<file path="src/rtl/sdcp_pkg.sv">
// shared types and constants for the serial drive command parser
// no dependencies; used by sdcp_line_parser and serial_drive_command_parser
`timescale 1ns / 1ps

package sdcp_pkg;

    localparam int VALUE_BITS_DEFAULT = 16;
    localparam int TIME_BITS_DEFAULT  = 32;

    localparam int OUT_BITS   = 16;
    localparam int BYTE_BITS  = 8;
    localparam int CFG_BITS   = 32;
    localparam int ADDR_BITS  = 4;
    localparam int SERVO_BITS = 8;

    localparam logic [CFG_BITS-1:0]   SEND_INTERVAL_RESET     = 32'd100;
    localparam logic [CFG_BITS-1:0]   HEARTBEAT_TIMEOUT_RESET = 32'd1000;
    localparam logic [SERVO_BITS-1:0] SAFE_SERVO_RESET        = 8'd9;

    // characters the parser reacts to
    localparam logic [BYTE_BITS-1:0] CH_NEWLINE    = 8'h0a;
    localparam logic [BYTE_BITS-1:0] CH_UNDERSCORE = 8'h5f;
    localparam logic [BYTE_BITS-1:0] CH_SPACE      = 8'h20;
    localparam logic [BYTE_BITS-1:0] CH_TAB        = 8'h09;
    localparam logic [BYTE_BITS-1:0] CH_VTAB       = 8'h0b;
    localparam logic [BYTE_BITS-1:0] CH_FORMFEED   = 8'h0c;
    localparam logic [BYTE_BITS-1:0] CH_RETURN     = 8'h0d;
    localparam logic [BYTE_BITS-1:0] CH_PLUS       = 8'h2b;
    localparam logic [BYTE_BITS-1:0] CH_MINUS      = 8'h2d;
    localparam logic [BYTE_BITS-1:0] CH_ZERO       = 8'h30;
    localparam logic [BYTE_BITS-1:0] CH_NINE       = 8'h39;

    typedef enum logic [1:0] {
        REG_SEND_INTERVAL     = 2'd0,
        REG_HEARTBEAT_TIMEOUT = 2'd1,
        REG_SAFE_SERVO        = 2'd2,
        REG_UNUSED            = 2'd3
    } reg_index_t;

    // command handed from the line parser to the top level
    typedef struct packed {
        logic                valid;
        logic [OUT_BITS-1:0] speed;
        logic [OUT_BITS-1:0] servo;
    } drive_cmd_t;

    // one result transaction
    typedef struct packed {
        logic                 drive_valid;
        logic                 from_timeout;
        logic [OUT_BITS-1:0]  speed;
        logic [OUT_BITS-1:0]  servo_code;
        logic                 report_valid;
        logic [OUT_BITS-1:0]  report_rpm;
        logic [BYTE_BITS-1:0] report_obstacle;
    } out_item_t;

endpackage

</file>
<file path="src/rtl/sdcp_line_parser.sv">
// line parser: turns received bytes into speed/servo commands (atol style fields)
// depends on sdcp_pkg
`timescale 1ns / 1ps

module sdcp_line_parser #(
    parameter int VALUE_BITS = sdcp_pkg::VALUE_BITS_DEFAULT
) (
    input  logic                            clk,
    input  logic                            rst_n,
    input  logic                            byte_en,
    input  logic [sdcp_pkg::BYTE_BITS-1:0]  rx_byte,
    output sdcp_pkg::drive_cmd_t            cmd
);

    localparam int EXT_BITS = (VALUE_BITS > sdcp_pkg::OUT_BITS) ? VALUE_BITS
                                                                 : sdcp_pkg::OUT_BITS;

    typedef enum logic [2:0] {
        PH_SKIP   = 3'b001,
        PH_DIGITS = 3'b010,
        PH_DONE   = 3'b100
    } phase_t;

    phase_t                phase_reg, phase_next;
    logic                  second_reg, second_next;
    logic                  negative_reg, negative_next;
    logic [VALUE_BITS-1:0] first_reg, first_next;
    logic [VALUE_BITS-1:0] second_val_reg, second_val_next;

    logic                  is_digit, is_space, is_sign;
    logic [VALUE_BITS-1:0] acc, acc_next;
    logic [VALUE_BITS-1:0] first_signed, second_signed;

    assign is_digit = (rx_byte >= sdcp_pkg::CH_ZERO) && (rx_byte <= sdcp_pkg::CH_NINE);
    assign is_space = (rx_byte == sdcp_pkg::CH_SPACE) || (rx_byte == sdcp_pkg::CH_TAB)
                   || (rx_byte == sdcp_pkg::CH_VTAB) || (rx_byte == sdcp_pkg::CH_FORMFEED)
                   || (rx_byte == sdcp_pkg::CH_RETURN);
    assign is_sign  = (rx_byte == sdcp_pkg::CH_PLUS) || (rx_byte == sdcp_pkg::CH_MINUS);

    assign acc      = second_reg ? second_val_reg : first_reg;
    // acc * 10 + digit, wrapping at the field width
    assign acc_next = (acc << 3) + (acc << 1) + VALUE_BITS'(rx_byte[3:0]);

    assign first_signed  = negative_reg ? (VALUE_BITS'(0) - first_reg) : first_reg;
    assign second_signed = negative_reg ? (VALUE_BITS'(0) - second_val_reg) : second_val_reg;

    // value fields are zero-extended or truncated to the port width
    logic [EXT_BITS-1:0] speed_ext, servo_ext;
    assign speed_ext = EXT_BITS'(first_reg);
    assign servo_ext = EXT_BITS'(second_signed);

    // drive the command payload from the extended values
    logic [sdcp_pkg::OUT_BITS-1:0] speed_out, servo_out;
    assign speed_out = speed_ext[sdcp_pkg::OUT_BITS-1:0];
    assign servo_out = servo_ext[sdcp_pkg::OUT_BITS-1:0];

    always_comb
    begin
        phase_next      = phase_reg;
        second_next     = second_reg;
        negative_next   = negative_reg;
        first_next      = first_reg;
        second_val_next = second_val_reg;
        cmd.valid       = 1'b0;
        cmd.speed       = speed_out;
        cmd.servo       = servo_out;

        if (byte_en) begin
            if (rx_byte == sdcp_pkg::CH_NEWLINE) begin
                cmd.valid       = second_reg;
                phase_next      = PH_SKIP;
                second_next     = 1'b0;
                negative_next   = 1'b0;
                first_next      = '0;
                second_val_next = '0;
            end else if (rx_byte == sdcp_pkg::CH_UNDERSCORE && !second_reg) begin
                // first field is final: fold its sign in now
                first_next    = first_signed;
                second_next   = 1'b1;
                phase_next    = PH_SKIP;
                negative_next = 1'b0;
            end else begin
                case (phase_reg)
                    PH_SKIP:
                    begin
                        if (is_sign) begin
                            negative_next = (rx_byte == sdcp_pkg::CH_MINUS);
                            phase_next    = PH_DIGITS;
                        end else if (is_digit) begin
                            phase_next = PH_DIGITS;
                            if (second_reg)
                                second_val_next = acc_next;
                            else
                                first_next = acc_next;
                        end else if (!is_space) begin
                            phase_next = PH_DONE;
                        end
                    end
                    PH_DIGITS:
                    begin
                        if (is_digit) begin
                            if (second_reg)
                                second_val_next = acc_next;
                            else
                                first_next = acc_next;
                        end else begin
                            phase_next = PH_DONE;
                        end
                    end
                    PH_DONE:
                    begin
                        phase_next = PH_DONE;
                    end
                    default:
                    begin
                        phase_next = PH_SKIP;
                    end
                endcase
            end
        end
    end

    always_ff @(posedge clk or negedge rst_n)
    begin
        if (!rst_n) begin
            phase_reg      <= PH_SKIP;
            second_reg     <= 1'b0;
            negative_reg   <= 1'b0;
            first_reg      <= '0;
            second_val_reg <= '0;
        end else begin
            phase_reg      <= phase_next;
            second_reg     <= second_next;
            negative_reg   <= negative_next;
            first_reg      <= first_next;
            second_val_reg <= second_val_next;
        end
    end

endmodule

</file>
<file path="src/rtl/serial_drive_command_parser.sv">
// top level: apb registers, millisecond timers, parser and output queue
// depends on sdcp_pkg and sdcp_line_parser
//
//  channel   signals                                         direction
//  input     in_valid, in_stall, mode, rx_byte, rpm_value,   into block
//            obstacle_state
//  output    out_valid, out_stall, drive_valid ... report_*  out of block
//  config    psel, penable, pwrite, paddr, pwdata, prdata    apb slave
//
//  one input transaction per cycle while in_stall is low; a result is registered on acceptance
//  the parser and timers update in the accept cycle, the result sits in an
//  output register backed by one skid entry
//  in_stall rises only while the skid entry is occupied by a stalled result
//  reset clears all control state and restores the register reset values; the result data registers are not reset
`timescale 1ns / 1ps

module serial_drive_command_parser #(
    parameter int VALUE_BITS = sdcp_pkg::VALUE_BITS_DEFAULT,
    parameter int TIME_BITS  = sdcp_pkg::TIME_BITS_DEFAULT
) (
    input  logic                             clk,
    input  logic                             rst_n,

    input  logic                             psel,
    input  logic                             penable,
    input  logic                             pwrite,
    input  logic [sdcp_pkg::ADDR_BITS-1:0]   paddr,
    input  logic [sdcp_pkg::CFG_BITS-1:0]    pwdata,
    output logic [sdcp_pkg::CFG_BITS-1:0]    prdata,
    output logic                             pready,

    input  logic                             in_valid,
    output logic                             in_stall,
    input  logic                             mode,
    input  logic [sdcp_pkg::BYTE_BITS-1:0]   rx_byte,
    input  logic signed [sdcp_pkg::OUT_BITS-1:0] rpm_value,
    input  logic [sdcp_pkg::BYTE_BITS-1:0]   obstacle_state,

    output logic                             out_valid,
    input  logic                             out_stall,
    output logic                             drive_valid,
    output logic                             from_timeout,
    output logic signed [sdcp_pkg::OUT_BITS-1:0] speed,
    output logic signed [sdcp_pkg::OUT_BITS-1:0] servo_code,
    output logic                             report_valid,
    output logic signed [sdcp_pkg::OUT_BITS-1:0] report_rpm,
    output logic [sdcp_pkg::BYTE_BITS-1:0]   report_obstacle
);

    localparam int CMP_BITS = (TIME_BITS > sdcp_pkg::CFG_BITS) ? TIME_BITS
                                                                : sdcp_pkg::CFG_BITS;

    // ---------------- configuration registers ----------------
    logic [sdcp_pkg::CFG_BITS-1:0]   send_interval_reg;
    logic [sdcp_pkg::CFG_BITS-1:0]   heartbeat_timeout_reg;
    logic [sdcp_pkg::SERVO_BITS-1:0] safe_servo_reg;
    logic                            cfg_write;
    sdcp_pkg::reg_index_t            cfg_index;

    assign pready    = 1'b1;
    assign cfg_write = psel && penable && pwrite && pready;
    assign cfg_index = sdcp_pkg::reg_index_t'(paddr[3:2]);

    always_ff @(posedge clk or negedge rst_n)
    begin
        if (!rst_n) begin
            send_interval_reg     <= sdcp_pkg::SEND_INTERVAL_RESET;
            heartbeat_timeout_reg <= sdcp_pkg::HEARTBEAT_TIMEOUT_RESET;
            safe_servo_reg        <= sdcp_pkg::SAFE_SERVO_RESET;
        end else if (cfg_write) begin
            case (cfg_index)
                sdcp_pkg::REG_SEND_INTERVAL:     send_interval_reg     <= pwdata;
                sdcp_pkg::REG_HEARTBEAT_TIMEOUT: heartbeat_timeout_reg <= pwdata;
                sdcp_pkg::REG_SAFE_SERVO:
                    safe_servo_reg <= pwdata[sdcp_pkg::SERVO_BITS-1:0];
                default: ;
            endcase
        end
    end

    always_comb
    begin
        case (cfg_index)
            sdcp_pkg::REG_SEND_INTERVAL:     prdata = send_interval_reg;
            sdcp_pkg::REG_HEARTBEAT_TIMEOUT: prdata = heartbeat_timeout_reg;
            sdcp_pkg::REG_SAFE_SERVO:
                prdata = sdcp_pkg::CFG_BITS'(safe_servo_reg);
            default:                         prdata = '0;
        endcase
    end

    // ---------------- input transaction ----------------
    logic in_accept, byte_en, tick_en;

    assign in_accept = in_valid && !in_stall;
    assign byte_en   = in_accept && !mode;
    assign tick_en   = in_accept && mode;

    sdcp_pkg::drive_cmd_t cmd;

    sdcp_line_parser #(
        .VALUE_BITS (VALUE_BITS)
    ) u_line_parser (
        .clk     (clk),
        .rst_n   (rst_n),
        .byte_en (byte_en),
        .rx_byte (rx_byte),
        .cmd     (cmd)
    );

    // ---------------- millisecond timers ----------------
    logic [TIME_BITS-1:0] now_reg, now_next;
    logic [TIME_BITS-1:0] last_heartbeat_reg, last_heartbeat_next;
    logic [TIME_BITS-1:0] last_report_reg, last_report_next;
    logic [TIME_BITS-1:0] report_age, heartbeat_age;
    logic                 report_due, timed_out;

    assign now_next      = tick_en ? (now_reg + TIME_BITS'(1)) : now_reg;
    assign report_age    = now_next - last_report_reg;
    assign heartbeat_age = now_next - last_heartbeat_reg;
    assign report_due    = tick_en
                        && (CMP_BITS'(report_age) >= CMP_BITS'(send_interval_reg));
    assign timed_out     = tick_en
                        && (CMP_BITS'(heartbeat_age) > CMP_BITS'(heartbeat_timeout_reg));

    assign last_report_next    = report_due ? now_next : last_report_reg;
    assign last_heartbeat_next = cmd.valid ? now_reg : last_heartbeat_reg;

    always_ff @(posedge clk or negedge rst_n)
    begin
        if (!rst_n) begin
            now_reg            <= '0;
            last_heartbeat_reg <= '0;
            last_report_reg    <= '0;
        end else begin
            now_reg            <= now_next;
            last_heartbeat_reg <= last_heartbeat_next;
            last_report_reg    <= last_report_next;
        end
    end

    // ---------------- result assembly ----------------
    sdcp_pkg::out_item_t new_item;
    logic                push;

    always_comb
    begin
        new_item = '0;
        if (cmd.valid) begin
            new_item.drive_valid = 1'b1;
            new_item.speed       = cmd.speed;
            new_item.servo_code  = cmd.servo;
        end
        if (report_due) begin
            new_item.report_valid    = 1'b1;
            new_item.report_rpm      = rpm_value;
            new_item.report_obstacle = obstacle_state;
        end
        if (timed_out) begin
            new_item.drive_valid  = 1'b1;
            new_item.from_timeout = 1'b1;
            new_item.speed        = '0;
            new_item.servo_code   = sdcp_pkg::OUT_BITS'(safe_servo_reg);
        end
    end

    assign push = cmd.valid || report_due || timed_out;

    // ---------------- output register with skid entry ----------------
    sdcp_pkg::out_item_t out_item_reg, out_item_next;
    sdcp_pkg::out_item_t skid_item_reg, skid_item_next;
    logic                out_valid_reg, out_valid_next;
    logic                skid_valid_reg, skid_valid_next;
    logic                pop;

    assign pop      = out_valid_reg && !out_stall;
    assign in_stall = skid_valid_reg;

    always_comb
    begin
        out_item_next   = out_item_reg;
        out_valid_next  = out_valid_reg;
        skid_item_next  = skid_item_reg;
        skid_valid_next = skid_valid_reg;

        if (skid_valid_reg) begin
            if (pop) begin
                out_item_next   = skid_item_reg;
                skid_valid_next = 1'b0;
            end
        end else if (push) begin
            if (!out_valid_reg || pop) begin
                out_item_next  = new_item;
                out_valid_next = 1'b1;
            end else begin
                skid_item_next  = new_item;
                skid_valid_next = 1'b1;
            end
        end else if (pop) begin
            out_valid_next = 1'b0;
        end
    end

    always_ff @(posedge clk or negedge rst_n)
    begin
        if (!rst_n) begin
            out_valid_reg  <= 1'b0;
            skid_valid_reg <= 1'b0;
        end else begin
            out_valid_reg  <= out_valid_next;
            skid_valid_reg <= skid_valid_next;
        end
    end

    always_ff @(posedge clk)
    begin
        out_item_reg  <= out_item_next;
        skid_item_reg <= skid_item_next;
    end

    assign out_valid       = out_valid_reg;
    assign drive_valid     = out_item_reg.drive_valid;
    assign from_timeout    = out_item_reg.from_timeout;
    assign speed           = out_item_reg.speed;
    assign servo_code      = out_item_reg.servo_code;
    assign report_valid    = out_item_reg.report_valid;
    assign report_rpm      = out_item_reg.report_rpm;
    assign report_obstacle = out_item_reg.report_obstacle;

    // ---------------- assertions ----------------
    a_skid_implies_out: assert property (@(posedge clk) disable iff (!rst_n)
        skid_valid_reg |-> out_valid_reg)
        else $error("skid entry holds a result while the output register is empty");

    a_result_not_empty: assert property (@(posedge clk) disable iff (!rst_n)
        out_valid |-> (drive_valid || report_valid))
        else $error("result transaction carries neither command nor report");

    a_timeout_is_drive: assert property (@(posedge clk) disable iff (!rst_n)
        (out_valid && from_timeout) |-> (drive_valid && speed == '0))
        else $error("safe state result without zero speed drive command");

    a_tick_advances: assert property (@(posedge clk) disable iff (!rst_n)
        (in_valid && !in_stall && mode) |=> (now_reg == $past(now_reg) + TIME_BITS'(1)))
        else $error("millisecond counter did not advance on tick");

    a_byte_holds_time: assert property (@(posedge clk) disable iff (!rst_n)
        (in_valid && !in_stall && !mode) |=> (now_reg == $past(now_reg)))
        else $error("millisecond counter moved on a received byte");

endmodule

</file>
<file path="config.mk">
export PLATFORM = sky130hd
export DESIGN_NAME = serial_drive_command_parser
export DESIGN_NICKNAME = d
export VERILOG_FILES = /design/src/rtl/sdcp_pkg.sv /design/src/rtl/sdcp_line_parser.sv /design/src/rtl/serial_drive_command_parser.sv
export SDC_FILE = /design/constraint.sdc
export NUM_CORES = 1
export LEC_CHECK = 0
export BUFFER_PORTS_ARGS = -buffer_cell sky130_fd_sc_hd__buf_4
export CAP_MARGIN = 20
export CORE_MARGIN = 5
export CORE_UTILIZATION = 63
export CTS_BUF_LIST = sky130_fd_sc_hd__clkbuf_2
export DETAILED_ROUTE_END_ITERATION = 6
export HOLD_SLACK_MARGIN = 0.02
export PLACE_DENSITY_LB_ADDON = 0.1
export SLEW_MARGIN = 30
export SYNTH_ARGS = -nofsm -noshare
export SYNTH_HDL_FRONTEND = slang
export SYNTH_SLANG_ARGS = --single-unit
</file>
<file path="constraint.sdc">
create_clock -name clk -period 9.33 [get_ports clk]
set_input_delay 1.866 -clock clk [delete_from_list [all_inputs] [get_ports clk]]
set_output_delay 1.866 -clock clk [all_outputs]
set_load 0.01 [all_outputs]
</file>
=== Yosys cells after proc, flatten, opt, wreduce, memory -nomap -nowiden ===
Index checks and enable logic that the tools add are counted.

* Add/subtract/negate cells: 7
* Magnitude comparators: 4
* Equal/unequal tests: 22
* Mux-type cells: 47
* Bitwise logic cells: 2
* Reduce and logical (&&, ||, !) cells: 43

{| class="wikitable"
|+ Operators with widths
! cell !! count
|-
| 2-to-1 mux 59 bit || 4
|-
| 2-to-1 mux 16 bit || 12
|-
| case mux 32 bit (3 select lines) || 1
|-
| 2-to-1 mux 32 bit || 2
|-
| case mux 16 bit (2 select lines) || 2
|-
| subtractor 32 bit || 2
|-
| equality test 8 x 4 -> 1 bit, second input constant || 5
|-
| 2-to-1 mux 34 bit || 1
|-
| adder 32 x 1 -> 32 bit, second input constant || 1
|-
| greater-or-equal comparator 32 bit || 1
|-
| > comparator 32 bit || 1
|-
| subtractor 1 x 16 -> 16 bit, first input constant || 2
|-
| 2-to-1 mux 25 bit || 1
|-
| equality test 8 x 6 -> 1 bit, second input constant || 3
|-
| 2-to-1 mux 3 bit || 6
|-
| adder 16 bit || 1
|-
| adder 16 x 4 -> 16 bit || 1
|-
| 2-to-1 mux 1 bit || 16
|-
| 2-to-1 mux 15 bit || 1
|-
| AND reduction 3 bit || 5
|-
| logical AND 1 bit || 10
|-
| case mux 3 bit (3 select lines) || 1
|-
| nonzero test 3 bit || 3
|-
| equality test 8 x 7 -> 1 bit, second input constant || 1
|-
| 20 further kinds || 42
|}

* Flip-flop bits (word level): 325
* Input port bits: 76
* Output and inout port bits: 94
* Logic and storage cells: 152

=== Longest topological paths before layout ===
Gate-level depths: netlist of the first run.

* Word-level depth: 11
* Mapped depth: 27
* Depth with buffers taken out: 25

=== Modules after synthesis ===
From an unflattened synthesis of the first run, not the netlist that was laid out.

* Cell total of the unflattened synthesis: 2,021
* Area total of the unflattened synthesis: 19,940.4 um^2

{| class="wikitable"
|+ Modules (own cells, without submodules)
! module !! times used !! cells an instance !! area each (um^2) !! seq. area each (um^2)
|-
| serial_drive_command_parser || 1 || 1,606 || 16,479.6 || 7,811.2
|-
| sdcp_line_parser || 1 || 415 || 3,460.8 || 927.1
|}

=== Least setup slack after synthesis of the first run ===
Ideal clock, no wire load.

* Path kind: input port to flip-flop
* Start point: input port mode
* End point: register out_item_reg (netlist bit drive_valid), enable pin
* Library setup time: 508 ps
* Data arrival time: 9,262 ps
* Required time: 8,822 ps
* Slack: -441 ps
* Stages: 22
* Path buffers: 1
* Cell sequence: nand3b_4 or4_4 nor4_4 xor2_1 ha_1 a21o_1 a21o_1 a221oi_1 o21ai_0 a21oi_1 o21ai_0 a21oi_1 xnor2_1 ha_1 nand4_1 or2_2 nor3_1 o211a_1 o21a_1 clkbuf_1 nor2_1 a32oi_1

* Word-level cells in the longest chain between the ends: 9
* Elaborated cells on any way between the ends: 15
* Classes of those cells: add/sub (2); order compare (2); mux (2); reduce/logical (9)

{| class="wikitable"
|+ Ends and longest elaborated chain
! what !! line !! source
|-
| start: declaration || serial_drive_command_parser.sv:34 || <nowiki>input logic mode,</nowiki>
|-
| logical AND 1 bit * || serial_drive_command_parser.sv:97 || <nowiki>assign tick_en = in_accept && mode;</nowiki>
|-
| 2-to-1 mux 32 bit * || serial_drive_command_parser.sv:118 || <nowiki>assign now_next = tick_en ? (now_reg + TIME_BITS'(1)) : now_reg;</nowiki>
|-
| net now_next[19] || serial_drive_command_parser.sv:112 || <nowiki>logic [TIME_BITS-1:0] now_reg, now_next;</nowiki>
|-
| subtractor 32 bit || serial_drive_command_parser.sv:119 || <nowiki>assign report_age = now_next - last_report_reg;</nowiki>
|-
| greater-or-equal comparator 32 bit || serial_drive_command_parser.sv:122 || <nowiki>&& (CMP_BITS'(report_age) >= CMP_BITS'(send_interval_reg));</nowiki>
|-
| logical AND 1 bit || serial_drive_command_parser.sv:122 ||
|-
| logical OR 1 bit || serial_drive_command_parser.sv:167 || <nowiki>assign push = cmd.valid || report_due || timed_out;</nowiki>
|-
| logical OR 1 bit * || serial_drive_command_parser.sv:167 ||
|-
| nonzero test 2 bit (no source line) * || -- ||
|-
| AND reduction 3 bit (no source line) * || -- ||
|-
| end signal: assignment || serial_drive_command_parser.sv:217 || <nowiki>out_item_reg <= out_item_next;</nowiki>
|-
| end: declaration || serial_drive_command_parser.sv:170 || <nowiki>sdcp_pkg::out_item_t out_item_reg, out_item_next;</nowiki>
|}

Mark *: on every way through the listed nets, which the timed path passes. The rest lies on a longest branch.
A chain may end at the register's enable or synchronous reset.

=== Final worst setup path of the first run ===
* Start point: input port mode
* End point: register out_item_reg (netlist bit report_rpm[4]), enable pin

The elaborated chain is that of the path after synthesis.

==> results.sh, run 1 <==
export IMPL_outcome="complete, no violations"
export IMPL_antenna_found_initial=2
export IMPL_crit_path_end_kind="flip-flop"
export IMPL_ios=170
export IMPL_vias=16061
export IMPL_tightest_slew_ns=0.869
export IMPL_p_per_area_mw_per_mm2=224
export IMPL_final_fill_count=2334
export IMPL_dieArea_sq_mm=0.0349
export IMPL_yosysWarnings=0
export IMPL_syn_nets=2234
export IMPL_critical_path_class="input port to flip-flop"
export IMPL_relSlewSlack_pct=41.8
export IMPL_synth_ff_type="dfrtp_1"
export IMPL_die_y_um=187
export IMPL_rsz0062_at_grt="no"
export IMPL_drv_cap=0
export IMPL_largest_reg_flops=59
export IMPL_synth_seq_cells=325
export IMPL_synth_cells=1999
export IMPL_finalSetupTns_ns=0
export IMPL_holdWs_ns=0.500
export IMPL_tritoncts="done"
export IMPL_drt_vias_per_instance=6.01
export IMPL_netlist_top_cells_count="dfrtp_1, o21ai_0, nand2_1"
export IMPL_wl_per_cell_um=19.1
export IMPL_cp_arrival_ns=8.23
export IMPL_yosysMostFrequentCell="dfrtp_1"
export IMPL_h_tree_depth=3
export IMPL_synth_cell_types=89
export IMPL_fin_cells=2672
export IMPL_fin_skew_ns=0.0589
export IMPL_hold_viol=0
export IMPL_hp_class="flip-flop to flip-flop"
export IMPL_drtIter0Drc=1168
export IMPL_grt_usage_pct=28.8
export IMPL_finalSetupViolCount=0
export IMPL_dp_hpwl_mm=37.1
export IMPL_clock_sinks=325
export IMPL_synthArstFlopShare_pct=63.7
export IMPL_grt_max_degree=79
export IMPL_vdd_ir_drop_worst_v=0.000147
export IMPL_clkLatencyLatePin_ns=0.96
export IMPL_start_util_pct=64.1
export IMPL_power_leakage_nw=10.8
export IMPL_cts_made_buffers=86
export IMPL_cts_setup_buffers=0
export IMPL_die_width_um=187
export IMPL_drv_slew=0
export IMPL_drc=0
export IMPL_clk_pin_slew_worst_paths_ns=0.09
export IMPL_dpl_cell_count=2512
export IMPL_max_freq_mhz=132
export IMPL_synth_area_sq_mm=0.0197
export IMPL_cts_resized=0
export IMPL_synthTopCellsByArea="dfrtp_1, edfxtp_1, ha_1"
export IMPL_finalCriticalPeriod_ns=7.57
export IMPL_ant_nets=0
export IMPL_r2r_slack_ns=2.35
export IMPL_regArea_sq_mm=0.00874
export IMPL_grt_pass1_vias=16260
export IMPL_synth_top_cell_area_share_pct=24.8
export IMPL_ys_seq_area_share_pct=44.3
export IMPL_synth_edf_count=118
export IMPL_coreArea_sq_mm=0.0307
export IMPL_grt_pass1_wl_mm=82.4
export IMPL_period_share_pct=81.1
export IMPL_area_growth_pct=13.3
export IMPL_numPortBuffers=166
export IMPL_syn_area_per_cell_sq_um=9.86
export IMPL_nets=2439
export IMPL_clockRootBuffer="clkbuf_2"
export IMPL_drive_gt1_share_pct=19.5
export IMPL_cp_start_kind="input port"
export IMPL_wl_mm=50.9
export IMPL_grt_ovfl_total=0
export IMPL_cp_data_required_time_ns=9.99
export IMPL_clockBufferDepth=3
export IMPL_gp_congestion=0.922
export IMPL_rows=64
export IMPL_crit_fanout=32
export IMPL_hold_buffers=0
export IMPL_synth_top_area_cell="dfrtp_1"
export IMPL_multi_input_area_sq_mm=0.0101
export IMPL_drtPass1Iterations=6
## placed cells by master, fill, tap and decap left out, drive strengths merged, types with 101 or more instances in the layout
cell | netlist | routed
dfrtp | 195 | 195
inv | 168 | 168
o21ai | 181 | 181
buf | 12 | 191
nor2 | 119 | 119
a21oi | 101 | 101
clkbuf | 63 | 136
nand2 | 182 | 182
edfxtp | 118 | 118
ha | 155 | 155
## layer usage
layer | track usage, % | vias up | share of wire, %
met1 | 38.4 | 7761 | 43
met4 | 10.4 | 0 | 3.0
li1 | - | 7600 | -
met3 | 6.05 | 103 | 7.1
met2 | 47.0 | 597 | 47
met5 | 0 | - | 0
## kinds of logic after synthesis
logic type | count (synthesis) | share of synthesized area [%]
DFF | 325 | 44.3
xor gates and xnor gates | 109 | 4.94
other | 1 | 0.0190
buffers and inverters | 243 | 4.71
muxes | 100 | 5.45
adders and majority gates | 159 | 10.2
and+or+nand+nor | 561 | 14.1
AOI/OAI and AO/OA | 501 | 16.2
## layout make-up
class	instances	share of cell area (%)
Inverter	168	2.82
Timing Repair Buffer	192	6.74
Antenna cell	2	0.0224
Sequential cell	325	39.1
Tap cell	396	2.22
Clock buffer	135	3.03
Clock inverter	23	0.790
Multi-Input combinational cell	1431	45.3
## path summary, 6_finish.rpt
path	start	end	depth (start not counted)
worst max-delay path	mode	report_rpm[4]$_DFFE_PP_	27
worst min-delay path	now_reg[26]$_DFF_PN0_	last_heartbeat_reg[26]$_DFFE_PN0P_	2
worst max register to register	in_stall$_DFF_PN0_	report_rpm[4]$_DFFE_PP_	26
worst min register to register	now_reg[26]$_DFF_PN0_	last_heartbeat_reg[26]$_DFFE_PN0P_	2
max in group asynchronous	rst_n	heartbeat_timeout_reg[25]$_DFFE_PN0P_	2
min in group asynchronous	rst_n	last_report_reg[12]$_DFFE_PN0N_	1
## stage by stage
stage / util, % / instance area [sq um] / worst slack [ns] / total power [W]
detailed placement: 69.8 / 21500 / 1.06 / 0.00394
CTS: 72.6 / 22300 / 2.06 / 0.00503
global placement: 69.8 / 21500 / 1.15 / 0.00385
finish: 72.6 / 22300 / 1.76 / 0.00500
global route: 72.6 / 22300 / 1.54 / 0.00535
floorplan: - / 19700 / 0.718 / 0.00324
## power breakdown
group          total (W)  switching, W  internal (W)
registers        0.00191      0.000145       0.00176
logic            0.00203       0.00115      0.000876
clock network    0.00107      0.000605      0.000465
total            0.00500       0.00190       0.00310
## worst max-delay path, stage by stage
cell and delay [ns]:
buf_4 0.11, and3b_1 0.39, nand4_2 0.31, nor4_1 0.51, buf_4 0.23, nand4_1 0.12, xnor2_1 0.45, ha_1 0.39
inv_1 0.11, nor3_1 0.06, buf_4 0.17, a21boi_0 0.12, a31oi_1 0.50, a21oi_1 0.27, nor2_1 0.17, xnor2_1 0.17
ha_1 0.30, a21o_1 0.19, a21o_1 0.17, a211oi_1 0.21, o21ai_0 0.12, a21oi_1 0.36, nor2_1 0.13, a31oi_4 0.19
buf_4 0.22, a32oi_4 0.15, buf_12 0.22
No activity file was read; power rests on OpenSTA's default activity.
==> run 2: changes to the inputs <==
Settings changed: CORE_UTILIZATION 63 to 57.
Clock period 9.33 ns to 6.7 ns, I/O delays scaled along.
==> run 2 against run 1 <==
  * Final area up 5.3%
  * Final cell count up 7.3%
  * Via count up 2.3%
  * Largest cell class unchanged
  * Largest power group unchanged
==> results.sh, run 2 (synthesized netlist as in run 1, its figures left out) <==
export IMPL_outcome="complete, no violations"
export IMPL_crit_fanout=53
export IMPL_tritoncts="done"
export IMPL_largest_reg_flops=59
export IMPL_cp_start_kind="flip-flop"
export IMPL_drv_slew=0
export IMPL_drive_gt1_share_pct=23.9
export IMPL_hold_buffers=0
export IMPL_antenna_found_initial=2
export IMPL_relSlewSlack_pct=44.3
export IMPL_fin_skew_ns=0.0868
export IMPL_place_area_sq_mm=0.0226
export IMPL_critical_path_class="flip-flop to flip-flop"
export IMPL_hp_class="input port to asynchronous set/reset pin"
export IMPL_tightest_slew_ns=0.833
export IMPL_hold_viol=0
export IMPL_drv_cap=0
export IMPL_clockRootBuffer="clkbuf_2"
export IMPL_cpPeakStageDelay_ns=0.47
export IMPL_die_width_um=196
export IMPL_grt_pass1_wl_mm=84.1
export IMPL_wl_mm=52.0
export IMPL_rows=68
export IMPL_finalCriticalPeriod_ns=6.23
export IMPL_fin_ws_ns=0.467
export IMPL_area_growth_pct=19.3
export IMPL_finalSetupViolCount=0
export IMPL_ios=170
export IMPL_clock_sinks=325
export IMPL_max_freq_mhz=160
export IMPL_worst_path_max_delay_cell="dfrtp_2"
export IMPL_cp_arrival_ns=6.94
export IMPL_design_area_sq_mm=0.0235
export IMPL_rsz0062_at_grt="no"
export IMPL_dieArea_sq_mm=0.0384
export IMPL_coreArea_sq_mm=0.0344
export IMPL_drc=0
export IMPL_multi_input_area_sq_mm=0.0102
export IMPL_h_tree_depth=3
export IMPL_start_util_pct=57.3
export IMPL_numPortBuffers=166
export IMPL_clockBufferDepth=3
export IMPL_vdd_ir_drop_worst_v=0.000157
export IMPL_grt_max_degree=129
export IMPL_pre_cts_ws_ns=-0.258
export IMPL_grt_pass1_vias=16416
export IMPL_clkLatencyLatePin_ns=1.02
export IMPL_clk_pin_slew_worst_paths_ns=0.12
export IMPL_regArea_sq_mm=0.00874
export IMPL_fin_cells=2868
export IMPL_ant_nets=0
export IMPL_dp_hpwl_mm=38.7
export IMPL_drtIter0Drc=1065
export IMPL_drtPass1Iterations=7
export IMPL_cts_made_buffers=87
export IMPL_cp_data_required_time_ns=7.40
export IMPL_gp_congestion=0.894
export IMPL_grt_usage_pct=27.0
export IMPL_power_leakage_nw=11.5
export IMPL_crit_path_end_kind="flip-flop"
export IMPL_final_cell_mix="buf_4, dfrtp_1, nand2_1"
export IMPL_period_share_pct=93.0
export IMPL_final_fill_count=2830
export IMPL_vias=16437
export IMPL_drt_vias_per_instance=5.73
export IMPL_wl_per_cell_um=18.1
export IMPL_path_common_cell="buf_4"
export IMPL_nets=2571
export IMPL_final_common_cell="buf_4"
export IMPL_die_y_um=196
export IMPL_grt_ovfl_total=0
export IMPL_cts_setup_buffers=0
export IMPL_cts_resized=0
export IMPL_p_per_area_mw_per_mm2=305
export IMPL_dpl_cell_count=2701
## run 2: power breakdown
group / leakage [nW] / internal (W) / switching, W
sequential: 3.66 / 0.00245 / 0.000203
combinational: 7.23 / 0.00142 / 0.00165
clock: 0.622 / 0.000601 / 0.000865
total: 11.5 / 0.00447 / 0.00272
## run 2: critical path, delay by kind of cell (launching register included)
kind | cells | cell delay [ns]
xor gates and xnor gates | 2 | 0.37
adders and majority gates | 2 | 0.56
buffers and inverters | 7 | 1.13
AOI/OAI and AO/OA | 13 | 2.52
and+or+nand+nor | 5 | 0.84
DFF | 1 | 0.47
## run 2: through the flow
| step | utilization, % | total power [W] | TNS, ns | hold slack, ns |
|---|---|---|---|---|
| 2_1_floorplan | - | 0.00453 | -6.46 | 0.450 |
| 6_report | 68.4 | 0.00718 | 0 | 0.362 |
| 3_3_place_gp | 65.8 | 0.00563 | -16.24 | 0.478 |
| 4_1_cts | 68.3 | 0.00722 | 0 | 0.296 |
| 3_5_place_dp | 65.8 | 0.00574 | -40.14 | 0.476 |
| 5_1_grt | 68.4 | 0.00771 | 0 | 0.313 |
## run 2: final timing paths
kind	slack, ns	startpoint	depth (start not counted)	to
max	0.47	in_stall$_DFF_PN0_	29	report_rpm[14]$_DFFE_PP_
min	0.36	rst_n	1	now_reg[11]$_DFF_PN0_
max reg2reg	0.47	in_stall$_DFF_PN0_	29	report_rpm[14]$_DFFE_PP_
min reg2reg	0.51	last_report_reg[6]$_DFFE_PN0N_	1	last_report_reg[6]$_DFFE_PN0N_
max in group asynchronous	5.16	rst_n	2	u_line_parser.phase_reg[1]$_DFFE_PN0P_
min in group clk	0.51	last_report_reg[6]$_DFFE_PN0N_	1	last_report_reg[6]$_DFFE_PN0N_
## run 2: cell type report
cell class,instances,area share [%]
Timing Repair Buffer,323,10.8
Multi-Input combinational cell,1431,43.3
Tap cell,455,2.42
Antenna cell,2,0.0213
Inverter,168,2.68
Clock buffer,129,2.74
Clock inverter,35,0.856
Sequential cell,325,37.2
## run 2: routing by layer
metal  GRT usage, %  up-vias  share of wire [%]
met5              0        -                  0
met1           38.5     7963                 46
met2           42.3      495                 46
li1               -     7889                  -
met4           8.40        0                2.2
met3           5.22       90                6.5
==> run 3: changes to the inputs <==
Settings changed: ABC_AREA set to 1, CAP_MARGIN 20 to 30, CORE_UTILIZATION 57 to 68.
Clock period 6.7 ns to 7.71 ns, I/O delays scaled along.
==> run 3 against run 2 <==
  * Die area is 12% lower
  * Wire length is 23% higher
  * Final area is 1.2% lower
  * Non-clock buffer count is 123 lower
  * Sequential power is 5% lower
  * Sequential cell count stayed put
  * Total power is 16% higher
  * Utilization is 9.5 points higher
  * Largest power group unchanged
  * Sequential share of layout area is 0.47 points higher
==> results.sh, run 3 <==
export IMPL_ys_seq_area_share_pct=42.4
export IMPL_yosysWarnings=0
export IMPL_ios=170
export IMPL_rows=63
export IMPL_yosysMostFrequentCell="nand2_1"
export IMPL_nets=3085
export IMPL_hp_class="flip-flop to flip-flop"
export IMPL_grt_most_used_layer="met2"
export IMPL_clkLatencyLatePin_ns=0.98
export IMPL_synthTopCellsByArea="dfrtp_1, edfxtp_1, nand2_1"
export IMPL_grt_pass1_wl_mm=102
export IMPL_syn_nets=2857
export IMPL_grt_pass1_vias=19901
export IMPL_clockBufferDepth=3
export IMPL_drv_slew=0
export IMPL_cp_data_required_time_ns=8.30
export IMPL_critical_path_class="input port to flip-flop"
export IMPL_clock_sinks=325
export IMPL_final_cell_mix="nand2_1, inv_1, o21ai_0"
export IMPL_grt_usage_pct=37.7
export IMPL_holdWs_ns=0.487
export IMPL_fin_cells=3310
export IMPL_drtPass1Iterations=7
export IMPL_worst_path_max_delay_cell="xnor2_1"
export IMPL_tritoncts="done"
export IMPL_final_common_cell="nand2_1"
export IMPL_rsz0062_at_grt="no"
export IMPL_antenna_found_initial=2
export IMPL_cts_resized=0
export IMPL_largest_reg_flops=59
export IMPL_p_total_w=0.00833
export IMPL_clockRootBuffer="clkbuf_2"
export IMPL_crit_fanout=25
export IMPL_synth_top_cell_area_share_pct=23.7
export IMPL_final_fill_count=2006
export IMPL_drtIter0Drc=2391
export IMPL_hold_buffers=0
export IMPL_period_share_pct=83.1
export IMPL_synth_edf_count=118
export IMPL_cts_made_buffers=86
export IMPL_wl_per_cell_um=19.4
export IMPL_vias=20029
export IMPL_cpPeakStageDelay_ns=0.51
export IMPL_max_freq_mhz=156
export IMPL_synth_top_area_cell="dfrtp_1"
export IMPL_drt_vias_per_instance=6.05
export IMPL_finalSetupTns_ns=0
export IMPL_cts_setup_buffers=0
export IMPL_drc=0
export IMPL_ant_nets=0
export IMPL_wl_mm=64.1
export IMPL_numPortBuffers=166
export IMPL_die_y_um=184
export IMPL_path_common_cell="nand2_1"
export IMPL_synth_area_sq_mm=0.0206
export IMPL_cp_start_kind="input port"
export IMPL_grt_max_degree=81
export IMPL_dpl_cell_count=3152
export IMPL_clk_pin_slew_worst_paths_ns=0.11
export IMPL_synth_ff_type="dfrtp_1"
export IMPL_cp_arrival_ns=6.99
export IMPL_use_met3_pct=6.34
export IMPL_multi_input_area_sq_mm=0.0101
export IMPL_finalCriticalPeriod_ns=6.41
export IMPL_fin_skew_ns=0.112
export IMPL_synthArstFlopShare_pct=63.7
export IMPL_met1_usage_pct=46.7
export IMPL_crit_path_end_kind="flip-flop"
export IMPL_dp_hpwl_mm=48.5
export IMPL_area_growth_pct=12.7
export IMPL_grt_util_met2_pct=62.2
export IMPL_synth_cell_types=52
export IMPL_regArea_sq_mm=0.00874
export IMPL_start_util_pct=69.2
export IMPL_grt_ovfl_total=0
export IMPL_synth_cells=2622
export IMPL_hold_viol=0
export IMPL_netlist_top_cells_count="nand2_1, inv_1, o21ai_0"
export IMPL_vdd_ir_drop_worst_v=0.000241
export IMPL_die_width_um=184
export IMPL_gp_congestion=0.977
export IMPL_drv_cap=0
export IMPL_outcome="complete, no violations"
export IMPL_finalSetupViolCount=0
export IMPL_syn_area_per_cell_sq_um=7.86
export IMPL_h_tree_depth=3
export IMPL_coreArea_sq_mm=0.0298
export IMPL_power_leakage_nw=11.8
export IMPL_drive_gt1_share_pct=12.9
export IMPL_dieArea_sq_mm=0.0339
export IMPL_relSlewSlack_pct=34.4
export IMPL_tightest_slew_ns=0.978
export IMPL_synth_seq_cells=325
export IMPL_p_per_area_mw_per_mm2=359
==> run 3: cell types whose count changed in the layout (fill, tap and decap cells not counted), sizes merged, moves of 47 or more <==
cell / before / now
buf: 322 / 199
mux2: 59 / 0
inv: 171 / 403
o21ai: 181 / 298
nand2: 182 / 633
xnor2: 74 / 27
nor2: 119 / 208
==> run 3: path summary, 6_finish.rpt <==
kind	cells past startpoint	slack, ns	startpoint	endpoint
worst max-delay path	28	1.30	mode	skid_item_reg[1]$_DFFE_PP_
worst min-delay path	2	0.49	skid_item_reg[37]$_DFFE_PP_	servo_code[12]$_DFFE_PP_
worst max register to register	29	1.40	now_reg[0]$_DFF_PN0_	skid_item_reg[1]$_DFFE_PP_
worst min register to register	2	0.49	skid_item_reg[37]$_DFFE_PP_	servo_code[12]$_DFFE_PP_
max in group asynchronous	2	5.68	rst_n	last_report_reg[15]$_DFFE_PN0N_
min in group asynchronous	1	0.55	rst_n	u_line_parser.negative_reg$_DFFE_PN0P_
==> run 3: where the power goes <==
part / switching, W / internal (W)
clock: 0.000784 / 0.000484
sequential: 0.000231 / 0.00228
combinational: 0.00296 / 0.00160
total: 0.00397 / 0.00436
==> run 3: kinds of logic after synthesis <==
logic type	share of synthesized area [%]
compound gates	14.4
xor+xnor	3.57
fa+ha+maj	9.80
buf+inv	8.51
flops	42.4
mux	0.340
other cells	0.0182
simple gates	20.9
==> run 3: routing by layer <==
layer	part of all wire (%)	vias up	routed length, um
met2	46	1378	29700
met1	37	9165	23500
met3	10	308	6430
li1	-	9178	-
met4	7.1	0	4540
met5	0	-	0
==> run 3: final cells by class <==
class,instances,share of cell area (%)
flip-flops and latches,325,37.6
clock buffers,124,2.67
diodes,2,0.0215
inverters,400,6.46
well taps,390,2.10
clock inverters,32,0.808
multi-input cells,1837,43.6
repair buffers,200,6.71
==> run 3: stage by stage <==
stage | utilization [%] | cell area, sq um | setup WS (ns)
final | 78.0 | 23200 | 1.30
after global routing | 78.0 | 23200 | 0.835
after CTS | 77.9 | 23200 | 1.46
after detailed placement | 75.2 | 22400 | 0.596
after global placement | 75.2 | 22400 | 0.743
after floorplan | - | 20600 | 0.935
==> run 3: critical path: cells and delay by family <==
family          cells  cell delay [ns]
xor+xnor            2             0.75
fa+ha+maj           2             0.76
compound gates      4             0.75
buf+inv             5             1.04
simple gates       15             2.10
